**src/rtl/core/ipv6p_pkg.sv**
```systemverilog
// ----------------------------------------------------------------------------
// IPv6 text address parser package
// Types, character codes and token kinds shared by the parser modules.
// ----------------------------------------------------------------------------
`default_nettype none

package ipv6p_pkg;

    localparam int unsigned GROUPS     = 8;
    localparam int unsigned GROUP_W    = 16;
    localparam int unsigned IDX_W      = $clog2(GROUPS);
    localparam int unsigned CNT_W      = IDX_W + 1;
    localparam int unsigned PREFIX_W   = 8;
    localparam int unsigned ASN_W      = 32;
    localparam int unsigned PRE_LSB    = GROUPS * GROUP_W;
    localparam int unsigned ASN_LSB    = PRE_LSB + PREFIX_W;
    localparam int unsigned OUT_W      = ASN_LSB + ASN_W;
    localparam int unsigned FIFO_DEPTH = 2;

    localparam logic [PREFIX_W-1:0] PREFIX_MAX = 8'd128;

    localparam logic [7:0] CH_COLON = 8'h3A;
    localparam logic [7:0] CH_SLASH = 8'h2F;
    localparam logic [7:0] CH_SPACE = 8'h20;
    localparam logic [7:0] CH_TAB   = 8'h09;

    localparam logic [2:0] KIND_OTHER = 3'd0;
    localparam logic [2:0] KIND_DIGIT = 3'd1;
    localparam logic [2:0] KIND_HEX   = 3'd2;
    localparam logic [2:0] KIND_COLON = 3'd3;
    localparam logic [2:0] KIND_SLASH = 3'd4;
    localparam logic [2:0] KIND_BLANK = 3'd5;

    localparam logic [1:0] MODE_FRONT  = 2'd0;
    localparam logic [1:0] MODE_BACK   = 2'd1;
    localparam logic [1:0] MODE_PREFIX = 2'd2;
    localparam logic [1:0] MODE_ASN    = 2'd3;

    typedef struct packed {
        logic [2:0] kind;
        logic [3:0] value;
        logic       last;
    } t_token;

endpackage

`default_nettype wire

```
**src/rtl/core/ipv6p_front.sv**
```systemverilog
// ----------------------------------------------------------------------------
// IPv6 parser front stage
// Accepts characters and registers them as classified tokens.
// ----------------------------------------------------------------------------
`default_nettype none

module ipv6p_front (
    input  wire logic              i_clk,
    input  wire logic              i_rst_n,
    input  wire logic              s_axis_tvalid,
    output logic                   s_axis_tready,
    input  wire logic [7:0]        s_axis_tdata,   // char_code
    input  wire logic              s_axis_tlast,   // last_char
    output logic                   o_tok_valid,
    input  wire logic              i_tok_ready,
    output ipv6p_pkg::t_token      o_tok
);

    logic              r_valid;
    ipv6p_pkg::t_token r_tok;
    ipv6p_pkg::t_token w_tok;
    logic [7:0]        w_c;

    assign w_c = s_axis_tdata;

    always_comb begin
        w_tok.kind  = ipv6p_pkg::KIND_OTHER;
        w_tok.value = 4'd0;
        w_tok.last  = s_axis_tlast;
        if (w_c >= 8'h30 && w_c <= 8'h39) begin
            w_tok.kind  = ipv6p_pkg::KIND_DIGIT;
            w_tok.value = w_c[3:0];
        end else if ((w_c >= 8'h61 && w_c <= 8'h66) || (w_c >= 8'h41 && w_c <= 8'h46)) begin
            w_tok.kind  = ipv6p_pkg::KIND_HEX;
            w_tok.value = 4'(w_c[3:0] + 4'd9);
        end else if (w_c == ipv6p_pkg::CH_COLON) begin
            w_tok.kind = ipv6p_pkg::KIND_COLON;
        end else if (w_c == ipv6p_pkg::CH_SLASH) begin
            w_tok.kind = ipv6p_pkg::KIND_SLASH;
        end else if (w_c == ipv6p_pkg::CH_SPACE || w_c == ipv6p_pkg::CH_TAB) begin
            w_tok.kind = ipv6p_pkg::KIND_BLANK;
        end
    end

    assign s_axis_tready = !r_valid || i_tok_ready;
    assign o_tok_valid   = r_valid;
    assign o_tok         = r_tok;

    always_ff @(posedge i_clk) begin
        if (!i_rst_n) begin
            r_valid <= 1'b0;
        end else if (s_axis_tready) begin
            r_valid <= s_axis_tvalid;
        end
    end

    always_ff @(posedge i_clk) begin
        if (s_axis_tvalid && s_axis_tready) begin
            r_tok <= w_tok;
        end
    end

endmodule

`default_nettype wire

```
**src/rtl/core/ipv6p_fifo.sv**
```systemverilog
// ----------------------------------------------------------------------------
// IPv6 parser token queue
// Short queue that decouples the front stage from the parse stage.
// ----------------------------------------------------------------------------
`default_nettype none

module ipv6p_fifo (
    input  wire logic              i_clk,
    input  wire logic              i_rst_n,
    input  wire logic              i_wr_valid,
    output logic                   o_wr_ready,
    input  wire ipv6p_pkg::t_token i_wr_tok,
    output logic                   o_rd_valid,
    input  wire logic              i_rd_ready,
    output ipv6p_pkg::t_token      o_rd_tok
);

    localparam int unsigned PTR_W = $clog2(ipv6p_pkg::FIFO_DEPTH);
    localparam int unsigned CNT_W = PTR_W + 1;

    ipv6p_pkg::t_token r_mem [ipv6p_pkg::FIFO_DEPTH];
    logic [PTR_W-1:0]  r_wr_ptr;
    logic [PTR_W-1:0]  r_rd_ptr;
    logic [CNT_W-1:0]  r_count;
    logic              w_push;
    logic              w_pop;

    assign o_wr_ready = (r_count != CNT_W'(ipv6p_pkg::FIFO_DEPTH));
    assign o_rd_valid = (r_count != '0);
    assign o_rd_tok   = r_mem[r_rd_ptr];
    assign w_push     = i_wr_valid && o_wr_ready;
    assign w_pop      = o_rd_valid && i_rd_ready;

    always_ff @(posedge i_clk) begin
        if (!i_rst_n) begin
            r_wr_ptr <= '0;
            r_rd_ptr <= '0;
            r_count  <= '0;
        end else begin
            if (w_push) begin
                r_wr_ptr <= PTR_W'(r_wr_ptr + 1'b1);
            end
            if (w_pop) begin
                r_rd_ptr <= PTR_W'(r_rd_ptr + 1'b1);
            end
            if (w_push && !w_pop) begin
                r_count <= CNT_W'(r_count + 1'b1);
            end else if (w_pop && !w_push) begin
                r_count <= CNT_W'(r_count - 1'b1);
            end
        end
    end

    always_ff @(posedge i_clk) begin
        if (w_push) begin
            r_mem[r_wr_ptr] <= i_wr_tok;
        end
    end

endmodule

`default_nettype wire

```
**src/rtl/core/ipv6p_back.sv**
```systemverilog
// ----------------------------------------------------------------------------
// IPv6 parser back stage
// Applies one token per cycle (unless output stalls) and builds the result.
// ----------------------------------------------------------------------------
`default_nettype none

module ipv6p_back (
    input  wire logic                          i_clk,
    input  wire logic                          i_rst_n,
    input  wire logic                          i_tok_valid,
    output logic                               o_tok_ready,
    input  wire ipv6p_pkg::t_token             i_tok,
    output logic                               m_axis_tvalid,
    input  wire logic                          m_axis_tready,
    output logic [ipv6p_pkg::OUT_W-1:0]        m_axis_tdata,
    output logic                               m_axis_tuser
);

    localparam int unsigned GW  = ipv6p_pkg::GROUP_W;
    localparam int unsigned CW  = ipv6p_pkg::CNT_W;
    localparam int unsigned IW  = ipv6p_pkg::IDX_W;
    localparam int unsigned PW  = ipv6p_pkg::PREFIX_W;
    localparam int unsigned AW  = ipv6p_pkg::ASN_W;
    localparam int unsigned PSW = PW + 3;
    localparam int unsigned ASW = AW + 4;

    logic [1:0]     r_mode, n_mode;
    logic [GW-1:0]  r_acc, n_acc;
    logic           r_hd, n_hd;
    logic           r_prev, n_prev;
    logic [GW-1:0]  r_front [ipv6p_pkg::GROUPS];
    logic [GW-1:0]  n_front [ipv6p_pkg::GROUPS];
    logic [GW-1:0]  r_back [ipv6p_pkg::GROUPS];
    logic [GW-1:0]  n_back [ipv6p_pkg::GROUPS];
    logic [CW-1:0]  r_fc, n_fc;
    logic [CW-1:0]  r_bc, n_bc;
    logic [PW-1:0]  r_prefix, n_prefix;
    logic [AW-1:0]  r_asn, n_asn;

    logic                        r_out_valid;
    logic [ipv6p_pkg::OUT_W-1:0] r_out_data;
    logic                        r_out_user;

    logic                        w_hex;
    logic [GW-1:0]               w_acc_upd;
    logic                        w_store;
    logic [PSW-1:0]              w_pre_sum;
    logic [ASW-1:0]              w_asn_sum;
    logic                        w_out_free;
    logic                        w_pop;
    logic [CW-1:0]               w_gap_end;
    logic [CW-1:0]               w_start;
    logic [CW-1:0]               w_off;
    logic [ipv6p_pkg::OUT_W-1:0] w_out_data;

    assign w_hex     = (i_tok.kind == ipv6p_pkg::KIND_DIGIT) ||
                       (i_tok.kind == ipv6p_pkg::KIND_HEX);
    assign w_acc_upd = (!r_mode[1] && w_hex) ? {r_acc[GW-5:0], i_tok.value} : r_acc;
    assign w_pre_sum = (PSW'(r_prefix) << 3) + (PSW'(r_prefix) << 1) + PSW'(i_tok.value);
    assign w_asn_sum = (ASW'(r_asn) << 3) + (ASW'(r_asn) << 1) + ASW'(i_tok.value);

    always_comb begin
        n_mode   = r_mode;
        n_acc    = w_acc_upd;
        n_hd     = r_hd;
        n_prefix = r_prefix;
        n_asn    = r_asn;
        n_fc     = r_fc;
        n_bc     = r_bc;
        n_front  = r_front;
        n_back   = r_back;
        w_store  = 1'b0;
        n_prev   = (i_tok.kind == ipv6p_pkg::KIND_COLON);

        if (!r_mode[1]) begin
            case (i_tok.kind)
                ipv6p_pkg::KIND_SLASH: begin
                    w_store = r_hd;
                    n_acc   = '0;
                    n_hd    = 1'b0;
                    n_mode  = ipv6p_pkg::MODE_PREFIX;
                end
                ipv6p_pkg::KIND_COLON: begin
                    if (r_prev) begin
                        n_mode = ipv6p_pkg::MODE_BACK;
                        n_acc  = '0;
                        n_hd   = 1'b0;
                    end else if (r_mode == ipv6p_pkg::MODE_FRONT && !r_hd && r_fc == '0) begin
                        n_acc = '0;
                    end else begin
                        w_store = 1'b1;
                        n_acc   = '0;
                        n_hd    = 1'b0;
                    end
                end
                ipv6p_pkg::KIND_DIGIT, ipv6p_pkg::KIND_HEX: begin
                    n_hd = 1'b1;
                end
                default: begin
                end
            endcase
            if (i_tok.last && !n_mode[1] && n_hd) begin
                w_store = 1'b1;
            end
        end else if (r_mode == ipv6p_pkg::MODE_PREFIX) begin
            if (i_tok.kind == ipv6p_pkg::KIND_DIGIT) begin
                n_prefix = (w_pre_sum > PSW'(ipv6p_pkg::PREFIX_MAX)) ?
                           ipv6p_pkg::PREFIX_MAX : w_pre_sum[PW-1:0];
                n_hd     = 1'b1;
            end else if (i_tok.kind == ipv6p_pkg::KIND_BLANK && r_hd) begin
                n_mode = ipv6p_pkg::MODE_ASN;
            end
        end else if (i_tok.kind == ipv6p_pkg::KIND_DIGIT) begin
            n_asn = (w_asn_sum[ASW-1:AW] != '0) ? '1 : w_asn_sum[AW-1:0];
        end

        if (w_store) begin
            if (r_mode == ipv6p_pkg::MODE_FRONT) begin
                if (r_fc < CW'(ipv6p_pkg::GROUPS)) begin
                    n_front[r_fc[IW-1:0]] = w_acc_upd;
                    n_fc = CW'(r_fc + 1'b1);
                end
            end else if (r_bc < CW'(ipv6p_pkg::GROUPS)) begin
                n_back[r_bc[IW-1:0]] = w_acc_upd;
                n_bc = CW'(r_bc + 1'b1);
            end
        end
    end

    assign w_gap_end = CW'(ipv6p_pkg::GROUPS) - n_bc;
    assign w_start   = (n_fc > w_gap_end) ? n_fc : w_gap_end;

    always_comb begin
        w_off      = '0;
        w_out_data = '0;
        for (int p = 0; p < ipv6p_pkg::GROUPS; p++) begin
            w_off = CW'(p) - w_start;
            if (CW'(p) < n_fc) begin
                w_out_data[p*GW +: GW] = n_front[p];
            end else if (CW'(p) < w_gap_end) begin
                w_out_data[p*GW +: GW] = '0;
            end else begin
                w_out_data[p*GW +: GW] = n_back[w_off[IW-1:0]];
            end
        end
        w_out_data[ipv6p_pkg::PRE_LSB +: PW] = n_mode[1] ? n_prefix : '0;
        w_out_data[ipv6p_pkg::ASN_LSB +: AW] = n_mode[1] ? n_asn : '0;
    end

    assign w_out_free    = !r_out_valid || m_axis_tready;
    assign o_tok_ready   = !i_tok.last || w_out_free;
    assign w_pop         = i_tok_valid && o_tok_ready;
    assign m_axis_tvalid = r_out_valid;
    assign m_axis_tdata  = r_out_data;
    assign m_axis_tuser  = r_out_user;

    always_ff @(posedge i_clk) begin
        if (!i_rst_n) begin
            r_mode      <= ipv6p_pkg::MODE_FRONT;
            r_acc       <= '0;
            r_hd        <= 1'b0;
            r_prev      <= 1'b0;
            r_fc        <= '0;
            r_bc        <= '0;
            r_prefix    <= '0;
            r_asn       <= '0;
            r_out_valid <= 1'b0;
        end else begin
            if (w_pop) begin
                if (i_tok.last) begin
                    r_mode   <= ipv6p_pkg::MODE_FRONT;
                    r_acc    <= '0;
                    r_hd     <= 1'b0;
                    r_prev   <= 1'b0;
                    r_fc     <= '0;
                    r_bc     <= '0;
                    r_prefix <= '0;
                    r_asn    <= '0;
                end else begin
                    r_mode   <= n_mode;
                    r_acc    <= n_acc;
                    r_hd     <= n_hd;
                    r_prev   <= n_prev;
                    r_fc     <= n_fc;
                    r_bc     <= n_bc;
                    r_prefix <= n_prefix;
                    r_asn    <= n_asn;
                end
            end
            if (w_pop && i_tok.last) begin
                r_out_valid <= 1'b1;
            end else if (m_axis_tready) begin
                r_out_valid <= 1'b0;
            end
        end
    end

    always_ff @(posedge i_clk) begin
        if (w_pop) begin
            r_front <= n_front;
            r_back  <= n_back;
        end
        if (w_pop && i_tok.last) begin
            r_out_data <= w_out_data;
            r_out_user <= n_mode[1];
        end
    end

endmodule

`default_nettype wire

```
**src/rtl/core/ipv6_text_address_parser.sv**
```systemverilog
// ----------------------------------------------------------------------------
// IPv6 text address parser
// Turns an address string such as "2001:db8::1/48 65000" into eight groups,
// a prefix length and an AS number.
// ----------------------------------------------------------------------------
// The block takes one character per cycle, unless the queue or the result
// register stalls it, with no gaps between strings, and gives one result item
// on the character marked by tlast. The result passes the token register, the
// token queue and the result register on its way to the master side. A
// two-entry token queue between the classifier and the parse stage and a result
// register on the output let each side stall on its own.
`default_nettype none

module ipv6_text_address_parser (
    input  wire logic                          i_clk,
    input  wire logic                          i_rst_n,
    input  wire logic                          s_axis_tvalid,
    output logic                               s_axis_tready,
    input  wire logic [7:0]                    s_axis_tdata,   // char_code
    input  wire logic                          s_axis_tlast,   // last_char
    output logic                               m_axis_tvalid,
    input  wire logic                          m_axis_tready,
    // group0, group1, ..., group7, prefix_len, as_number
    output logic [ipv6p_pkg::OUT_W-1:0]        m_axis_tdata,
    output logic                               m_axis_tuser    // has_prefix
);

    logic              w_fr_valid;
    logic              w_fr_ready;
    ipv6p_pkg::t_token w_fr_tok;
    logic              w_q_valid;
    logic              w_q_ready;
    ipv6p_pkg::t_token w_q_tok;

    ipv6p_front u_front (
        .i_clk         (i_clk),
        .i_rst_n       (i_rst_n),
        .s_axis_tvalid (s_axis_tvalid),
        .s_axis_tready (s_axis_tready),
        .s_axis_tdata  (s_axis_tdata),
        .s_axis_tlast  (s_axis_tlast),
        .o_tok_valid   (w_fr_valid),
        .i_tok_ready   (w_fr_ready),
        .o_tok         (w_fr_tok)
    );

    ipv6p_fifo u_fifo (
        .i_clk      (i_clk),
        .i_rst_n    (i_rst_n),
        .i_wr_valid (w_fr_valid),
        .o_wr_ready (w_fr_ready),
        .i_wr_tok   (w_fr_tok),
        .o_rd_valid (w_q_valid),
        .i_rd_ready (w_q_ready),
        .o_rd_tok   (w_q_tok)
    );

    ipv6p_back u_back (
        .i_clk         (i_clk),
        .i_rst_n       (i_rst_n),
        .i_tok_valid   (w_q_valid),
        .o_tok_ready   (w_q_ready),
        .i_tok         (w_q_tok),
        .m_axis_tvalid (m_axis_tvalid),
        .m_axis_tready (m_axis_tready),
        .m_axis_tdata  (m_axis_tdata),
        .m_axis_tuser  (m_axis_tuser)
    );

endmodule

`default_nettype wire

```
**config.mk**
```make
export PLATFORM = sky130hd
export DESIGN_NAME = ipv6_text_address_parser
export DESIGN_NICKNAME = d
export VERILOG_FILES = /design/src/rtl/core/ipv6p_pkg.sv /design/src/rtl/core/ipv6p_front.sv /design/src/rtl/core/ipv6p_fifo.sv /design/src/rtl/core/ipv6p_back.sv /design/src/rtl/core/ipv6_text_address_parser.sv
export SDC_FILE = /design/constraint.sdc
export NUM_CORES = 1
export LEC_CHECK = 0
export CAP_MARGIN = 10
export CORE_MARGIN = 2
export CORE_UTILIZATION = 45
export DETAILED_ROUTE_END_ITERATION = 8
export DONT_BUFFER_PORTS = 1
export PLACE_DENSITY = 0.68
export SETUP_SLACK_MARGIN = 0.3
export SYNTH_ARGS = -nofsm -noshare
export SYNTH_HDL_FRONTEND = slang
export SYNTH_SLANG_ARGS = --single-unit
```
**constraint.sdc**
```tcl
create_clock -name i_clk -period 29 [get_ports i_clk]
set_input_delay 1.45 -clock i_clk [delete_from_list [all_inputs] [get_ports i_clk]]
set_output_delay 1.45 -clock i_clk [all_outputs]
set_load 0.05 [all_outputs]
```
Word level (Yosys, flattened, before mapping):

Memories as Yosys holds them, arrays and structs flattened. A register that Yosys moved wholly into a read port is not among the register bits.
Cells that the tools add are included.

* equal/unequal tests: 16
* reduce and logical (&&, ||, !) cells: 43
* $lt $le $gt $ge: 38
* mux-type cells: 111
* add/subtract/negate cells: 20
* bitwise operators: 10

Operators by type and width (number)
* $mux 128: 6
* $mux 16: 38
* $bmux 16 s3: 8
* $bwmux 128: 2
* $mux 32: 5
* $demux 16 s3: 2
* $ge 4x4->1 const B: 10
* $mux 4: 10
* $mux 8: 5
* $not 3->4: 10
* $add 35x33->36: 1
* $add 36x4->36: 1
* $lt 3x4->1 const A: 8
* $eq 8x6->1 const B: 3
* $mux 1: 20
* $mux 2: 9
* $logic_and 1x1->1: 17
* $ge 8x7->1 const B: 2
* $le 8x7->1 const B: 2
* $lt 1x4->1 const A: 4
* $lt 2x4->1 const A: 4
* $ne 3x2->1 const B: 4
* $sub 3x3->3 const A: 4
* $add 11x4->11: 1
* other kinds (36): 62

* flip-flop bits (word level): 507
* memories kept: 1
* output and inout port bits: 171
* RAM bits: 16
* logic and storage cells: 276
* bits of input ports: 13

Memories
* u_fifo.r_mem: words 2, bits a word 8, rd ports 1, clocked after Yosys merged registers in 1, write ports 1, RTL line ipv6p_fifo.sv:21 `ipv6p_pkg::t_token r_mem [ipv6p_pkg::FIFO_DEPTH];`

Longest topological paths before layout:

Gate-level depths: netlist of run 1.

* depth in word-level cells: 21
* gate-level depth with buffers: 28
* gate-level depth less buffers: 22

Modules after synthesis:

A second synthesis of run 1 with hierarchy kept.

* cell total of the unflattened synthesis: 2928
* area, all modules: 29554.6 um^2

Modules (own cells, without submodules)
* ipv6p_back: area an instance 28158.3 um^2, sequential area each 14143.6 um^2, cells an instance 2831, instances 1
* ipv6p_fifo: area an instance 809.5 um^2, sequential area each 580.6 um^2, cells an instance 50, instances 1
* ipv6p_front: area an instance 586.8 um^2, sequential area each 260.2 um^2, cells an instance 47, instances 1

Least setup slack after synthesis of run 1:

OpenSTA, ideal clock, no wires.

* path kind: in2reg
* from: input port m_axis_tready
* to: register u_back.r_out_data, in the netlist u_back.m_axis_tdata[0] (enable)
* setup time: 0.703 ns
* setup slack: 19.318 ns
* required time: 28.297 ns
* stages: 4
* buffers on the path: 1
* arrival time: 8.980 ns
* cell sequence: nand2b_1 > o22ai_1 > clkbuf_1 > nor2_1

* word-level cells in the longest chain between the ends: 4

Ends and longest elaborated chain
* start, declared: RTL line ipv6_text_address_parser.sv:22 `input wire logic m_axis_tready,`
* $logic_or 1x1->1: RTL line ipv6p_back.sv:150 `assign w_out_free = !r_out_valid || m_axis_tready;`
* $logic_or 1x1->1: RTL line ipv6p_back.sv:151 `assign o_tok_ready = !i_tok.last || w_out_free;`
* $logic_and 1x1->1: RTL line ipv6p_back.sv:152 `assign w_pop = i_tok_valid && o_tok_ready;`
* $logic_and 1x1->1: RTL line ipv6p_back.sv:203 `if (w_pop && i_tok.last) begin`
* end signal, assigned: RTL line ipv6p_back.sv:204 `r_out_data <= w_out_data;`
* end, declared: RTL line ipv6p_back.sv:41 `logic [ipv6p_pkg::OUT_W-1:0] r_out_data;`

Every way passes these cells.
A chain may end at the register's enable or synchronous reset.

==> impl_metrics.json, run 1 <==
{
  "status": "completed",
  "synth_cell_types": 92,
  "final-hold-violation-count": 0,
  "powerDensity_nw_per_um2": 78.8,
  "die_width_um": 259,
  "critPathKind": "reg -> reg",
  "cts.sinks": 524,
  "maxSlewViolCount": 0,
  "synth-edff-count": 449,
  "clock_power_share_pct": 29.5,
  "gp_congestion": 0.975,
  "worstPathRequired_ns": 29.35,
  "antenna_found_initial": 1,
  "synth_nets": 2937,
  "core-area_sq_um": 64200,
  "synth_area_sq_um": 29200,
  "yosys_most_used_dff": "edfxtp_1",
  "arrival_ns": 8.19,
  "firstDrtPassIters": 6,
  "syn_inst": 2831,
  "p_int_uw": 1580,
  "vias": 22669,
  "cts_setup_buffers": 0,
  "fp.dieArea_sq_um": 66900,
  "ys_seq_area_share_pct": 51.3,
  "syn_avg_cell_area_sq_um": 10.3,
  "min_from": "u_front.o_tok[7]$_SDFFCE_PP0P_",
  "wl_um": 91300,
  "clock_latency_ns": 0.66,
  "die_y_um": 259,
  "rsz0062_at_grt": "no",
  "ys_ff_latch": 524,
  "pwr-share-comb_pct": 18.9,
  "grt_util_all_layers_pct": 26.5,
  "critPathMaxFanout": 60,
  "setup_ws_ns": 21.17,
  "num_rows": 93,
  "cts_tree": "yes",
  "drive_above_1_share_pct": 8.35,
  "grt_max_degree": 110,
  "ir_drop_mv": 0.0587,
  "p_leak_uw": 0.0123,
  "switchingPower_uw": 922,
  "dpl.hpwl_um": 62600,
  "synth-async-reset-ratio_pct": 0,
  "cts_buffer_depth": 3,
  "cts_resized": 0,
  "portBuffers": 0,
  "fillCellCount": 5823,
  "setup_viol": 0,
  "htreeDepth": 2,
  "grt_pass1_vias": 21148,
  "grt_pass1_wl_um": 136000,
  "grt_overflow": 0,
  "crit_chain": "mux2i_2 -> a21oi_1 -> o221ai_2 -> o211a_1 -> nor3_1 -> a41oi_2 -> clkinv_1 -> ha_1 -> inv_1 -> nor4_2 -> a2111o_1 -> nand2_4 -> inv_4 -> buf_4 -> mux2i_1 -> mux2i_1 -> o21ai_0 -> o21ai_0",
  "timing.fmax_mhz": 128,
  "root_buffer": "clkbuf_16",
  "dp_slack_ns": 21.35,
  "power_frac_seq_pct": 51.6,
  "postRouteAntennaNets": 0,
  "cap_violations": 0,
  "post_drt_wl_per_cell_um": 25.1,
  "drt_iter0_drc": 2633,
  "end_kind": "flip-flop",
  "final_nets": 2851,
  "tightest_slew_ns": 1.23,
  "start_util_pct": 45.4,
  "hold_path_class": "reg -> reg",
  "holdBufCountCts": 0,
  "cts_made_buffers": 58,
  "fin_crit_sh_pct": 27.0,
  "final_common_cell": "edfxtp_1",
  "swShare_pct": 36.8,
  "insertedDiodeCount": 0,
  "slew_headroom_pct": 18.3,
  "synth_warnings": 0,
  "drc": 0,
  "period_needed_ns": 7.83,
  "crit_slowest_cell": "clkinv_1",
  "final_cell_mix": "edfxtp_1 (449), nand2_1 (428), o21ai_0 (366)",
  "tns_ns": 0,
  "cts.clk_slew.worst_paths_ns": 0.06,
  "viasPerCell": 6.22,
  "area_delta_synth_final_pct": 8.90,
  "critical-path-max-stage-delay_ns": 0.81,
  "start_kind": "flip-flop",
  "clock_skew_ns": 0.0344,
  "io_pins": 184
}
==> through the flow <==
stage | std cells | power [uW] | hold WS, ns | cell area, sq um | util, %
finish | 3644 | 2500 | 0.445 | 31800 | 49.5
global route | 3644 | 2590 | 0.454 | 31800 | 49.5
CTS | 3643 | 2510 | 0.438 | 31800 | 49.5
detailed placement | 3539 | 1770 | 0.434 | 29900 | 46.6
global placement | 3539 | 1760 | 0.432 | 29900 | 46.6
floorplan | 2831 | 1650 | 0.421 | 29200 | -
==> synth_stat cells, drive strengths merged, types with 4 or more instances <==
library cell  count  area [sq um]
a21o             37           278
o21bai           10          75.1
nor4              7          50.1
o2bb2ai          23           201
and3             23           144
and2             15          93.8
edfxtp          449         13500
nand4             7          50.1
a2111oi          13           114
ha               89          1110
o211a            16           160
a22o              6          52.6
clkbuf          156           586
a31o             13           114
o21ai           390          1960
buf              44           275
nor3             47           235
xor2             11           115
a211oi           14           105
o21a             16           120
nand2b           50           313
a21boi           21           158
a221oi           13           114
fa                4          80.1
nand2           429          1610
a31oi            11          75.1
o22ai             5          31.3
nor2b            22           138
xnor2            34           313
mux2i           201          2030
dfxtp            75          1500
o311ai           32           280
nand3            47           240
a21oi           107           536
o221a            11           124
a22oi            15           113
a221o            13           130
o31ai            12          95.1
inv              36           135
mux2             46           522
or3               6          37.5
nor2            184           691
o211ai           31           238
==> critical path, delay by kind of cell (launching register included) <==
family,cells,cell delay (ns)
buffers and inverters,4,2.27
AOI/OAI and AO/OA,7,1.95
and+or+nand+nor,3,0.75
muxes,3,1.16
DFF,1,0.60
adders and majority gates,1,0.66
==> sequential cells by signal (all words and copies together) (netlist names), 2 cells and up, named ones only <==
name	flops
u_back.r_fc	4
u_back.r_asn	32
u_back.m_axis_tdata	168
u_back.r_front	128
u_fifo.r_count	2
u_back.r_bc	4
u_back.r_mode	2
u_fifo.r_mem	16
u_back.r_prefix	8
u_front.o_tok	8
u_back.r_back	128
u_back.r_acc	16
==> layer usage <==
metal | vias to the layer above | part of all wire [%] | track usage (%)
li1 | 10371 | - | -
met1 | 11036 | 44 | 38.1
met2 | 1108 | 43 | 39.5
met3 | 154 | 8.7 | 5.22
met4 | 0 | 4.2 | 10.3
met5 | - | 0 | 0
==> kinds of logic after synthesis <==
logic type | count (synthesis) | share of synthesized area, %
multiplexers | 247 | 8.74
AO/OA/AOI/OAI | 829 | 18.1
buffers and inverters | 238 | 3.44
AND/OR/NAND/NOR | 855 | 12.8
XOR/XNOR | 45 | 1.47
adder cells (fa/ha/maj) | 93 | 4.09
flip-flops | 524 | 51.3
==> final timing paths <==
check | endpoint | cells after the start | slack, ns
worst max-delay path | u_back.m_axis_tdata[0]$_DFFE_PP_ | 18 | 21.17
worst min-delay path | u_fifo.r_mem[0][7]$_DFFE_PP_ | 0 | 0.45
worst max register to register | u_back.m_axis_tdata[0]$_DFFE_PP_ | 18 | 21.17
worst min register to register | u_fifo.r_mem[0][7]$_DFFE_PP_ | 0 | 0.45
==> layout make-up <==
class,count,area (sq um),area share [%]
flip-flops and latches,524,15000,47.1
clock inverters,30,337,1.06
inverters,38,153,0.480
multi-input cells,2069,13300,41.9
well taps,855,1070,3.37
repair buffers,54,405,1.28
clock buffers,74,1530,4.82
==> power groups by stage <==
stage	clock (uW)	sequential (uW)	combinational, uW
final	739	1290	473
after global routing	775	1310	513
after CTS	748	1290	467
after detailed placement	0	1310	465
after global placement	0	1300	453
after floorplan	0	1340	309
Power figures use the tool's default switching activity.
==> run 2: changes to the inputs <==
- PLACE_DENSITY: 0.68 -> 0.7
- clock period: 29 -> 6.48 ns (I/O delays scaled with it)
==> run 2 against run 1 <==
Clock skew rose by 0.0017 ns. Via count grew 1.0%. Design area increased by 1.9%. Clock-buffer cell count down 7. Critical path depth up 1. Final cell count is 1.3% higher. First-iteration DRC count is 0.95% higher. Maximum frequency increased by 33%. Wire length rose by 3.1%. Total power rose to 4.5 times the previous value. Non-clock buffer count increased by 43.
==> impl_metrics.json, run 2 (synthesized netlist as in run 1, its figures left out) <==
{
  "slew_headroom_pct": 16.6,
  "fp.dieArea_sq_um": 66900,
  "start_util_pct": 45.4,
  "post_drt_wl_per_cell_um": 25.5,
  "grt_pass1_vias": 21590,
  "multi_input_area_sq_um": 13400,
  "crit_slowest_cell": "mux2i_1",
  "final_cell_mix": "edfxtp_1 (449), nand2_1 (426), o21ai_0 (365)",
  "core-area_sq_um": 64200,
  "ir_drop_mv": 0.350,
  "wl_um": 94200,
  "hold_ws_ns": 0.0151,
  "arrival_ns": 6.35,
  "grt_max_degree": 171,
  "drc": 0,
  "end_kind": "flip-flop",
  "antenna_found_initial": 2,
  "largest_reg_flops": 168,
  "crit_chain": "mux2_4 -> or2_1 -> o221ai_2 -> o211a_1 -> nor2_2 -> nor2_1 -> a21oi_1 -> buf_4 -> xnor2_1 -> ha_1 -> a22o_1 -> a2111o_1 -> nand2_4 -> inv_4 -> ha_1 -> buf_12 -> mux2i_1 -> mux2i_1 -> o21ai_0",
  "critPathMaxFanout": 32,
  "path_delay_family": "compound AO/OA/AOI/OAI gates",
  "powerDensity_nw_per_um2": 352,
  "critPathBufInv": 3,
  "tns_ns": 0,
  "cap_violations": 0,
  "fin_crit_sh_pct": 91.0,
  "setup_viol": 0,
  "die_y_um": 259,
  "num_rows": 93,
  "tightest_slew_ns": 1.25,
  "critical-path-max-stage-delay_ns": 0.63,
  "p_leak_uw": 0.0126,
  "period_needed_ns": 5.89,
  "clock_latency_ns": 0.65,
  "root_buffer": "clkbuf_16",
  "grt_util_all_layers_pct": 27.5,
  "worstPathRequired_ns": 6.94,
  "drive_above_1_share_pct": 10.3,
  "io_pins": 184,
  "rsz0062_at_grt": "yes",
  "critPathKind": "reg -> reg",
  "grt_pass1_wl_um": 139000,
  "final_nets": 2894,
  "status": "completed",
  "clock_skew_ns": 0.0361,
  "cts_buffer_depth": 3,
  "cts_tree": "yes",
  "final-seq-area_sq_um": 15000,
  "drt_iter0_drc": 2658,
  "postRouteAntennaNets": 0,
  "cts.sinks": 524,
  "insertedDiodeCount": 0,
  "cts.clk_slew.worst_paths_ns": 0.06,
  "final-hold-violation-count": 0,
  "vias": 22902,
  "grt_overflow": 0,
  "dpl.hpwl_um": 64900,
  "htreeDepth": 2,
  "timing.fmax_mhz": 170,
  "portBuffers": 0,
  "cts_setup_buffers": 0,
  "hold_path_class": "in -> reg",
  "viasPerCell": 6.20,
  "firstDrtPassIters": 6,
  "maxSlewViolCount": 0,
  "gp_congestion": 0.972,
  "final_common_cell": "edfxtp_1",
  "die_width_um": 259,
  "area_delta_synth_final_pct": 11.0,
  "cts_made_buffers": 58,
  "fillCellCount": 5785,
  "start_kind": "flip-flop"
}
## run 2: changes by cell type in the layout (fill, tap and decap cells not counted), moves of 3 or more
cell / delta
clkbuf_1: -7
nor2_2: +3
buf_4: +26
a2111oi_0: -5
mux2i_1: -8
nor2_1: -3
dlygate4sd3_1: +9
a2111oi_1: +4
buf_12: +7
clkinv_2: +4
mux2i_2: +6
## run 2: routing by layer
| layer | track usage (%) | share of wire, % | vias up |
|---|---|---|---|
| li1 | - | - | 10482 |
| met1 | 38.3 | 42 | 11051 |
| met2 | 40.7 | 43 | 1191 |
| met3 | 5.42 | 9.3 | 174 |
| met4 | 13.8 | 5.5 | 4 |
| met5 | 0 | 0.024 | - |
## run 2: report_power, final
part           total [uW]  internal, uW  switching, uW  leakage (uW)
Sequential           5780          4740           1040       0.00444
Clock                3420          1990           1440      0.000950
Combinational        2190           477           1710       0.00721
Total               11400          7200           4190        0.0126
## run 2: repair_timing
action | 4_1_cts | 5_1_grt
hold endpoints to repair | 49 | 0
pin swaps | 0 | 1
hold buffers | 10 | 0
gates resized for setup | 4 | 28
endpoints found under the setup margin | 4 | 115
## run 2: through the flow
step | instance area (sq um) | power (uW) | utilization [%] | cells | worst slack (ns)
finish | 32400 | 11400 | 50.4 | 3691 | 0.586
global route | 32400 | 11800 | 50.4 | 3691 | 0.277
CTS | 32300 | 11400 | 50.3 | 3690 | 0.275
detailed placement | 30200 | 7960 | 47.0 | 3572 | 0.177
global placement | 30200 | 7880 | 47.0 | 3572 | 0.251
floorplan | 29200 | 7210 | - | 2831 | 0.817
## run 2: area by class of cell
type	count	share of cell area [%]
repair buffers	97	2.60
multi-input cells	2069	41.3
inverters	38	0.471
clock inverters	41	1.41
clock buffers	67	4.65
well taps	855	3.30
flip-flops and latches	524	46.2
## run 2: worst paths after layout
path | slack [ns] | to | cells past startpoint | start
worst max-delay path | 0.59 | u_back.m_axis_tdata[70]$_DFFE_PP_ | 19 | flip-flop
worst min-delay path | 0.02 | u_front.o_tok[5]$_SDFFCE_PP1P_ | 3 | s_axis_tdata[2]
worst max register to register | 0.59 | u_back.m_axis_tdata[70]$_DFFE_PP_ | 19 | flip-flop
worst min register to register | 0.45 | u_fifo.r_mem[0][3]$_DFFE_PP_ | 0 | u_front.o_tok[3]$_DFFE_PP_
## run 2: worst register-to-register path: stages, from the launching register on
cell and delay [ns]:
dfxtp_2 0.50, mux2_4 0.38, or2_1 0.29, o221ai_2 0.32
o211a_1 0.41, nor2_2 0.16, nor2_1 0.11, a21oi_1 0.05
buf_4 0.16, xnor2_1 0.33, ha_1 0.34, a22o_1 0.27
a2111o_1 0.42, nand2_4 0.22, inv_4 0.16, ha_1 0.36
buf_12 0.30, mux2i_1 0.64, mux2i_1 0.14, o21ai_0 0.18
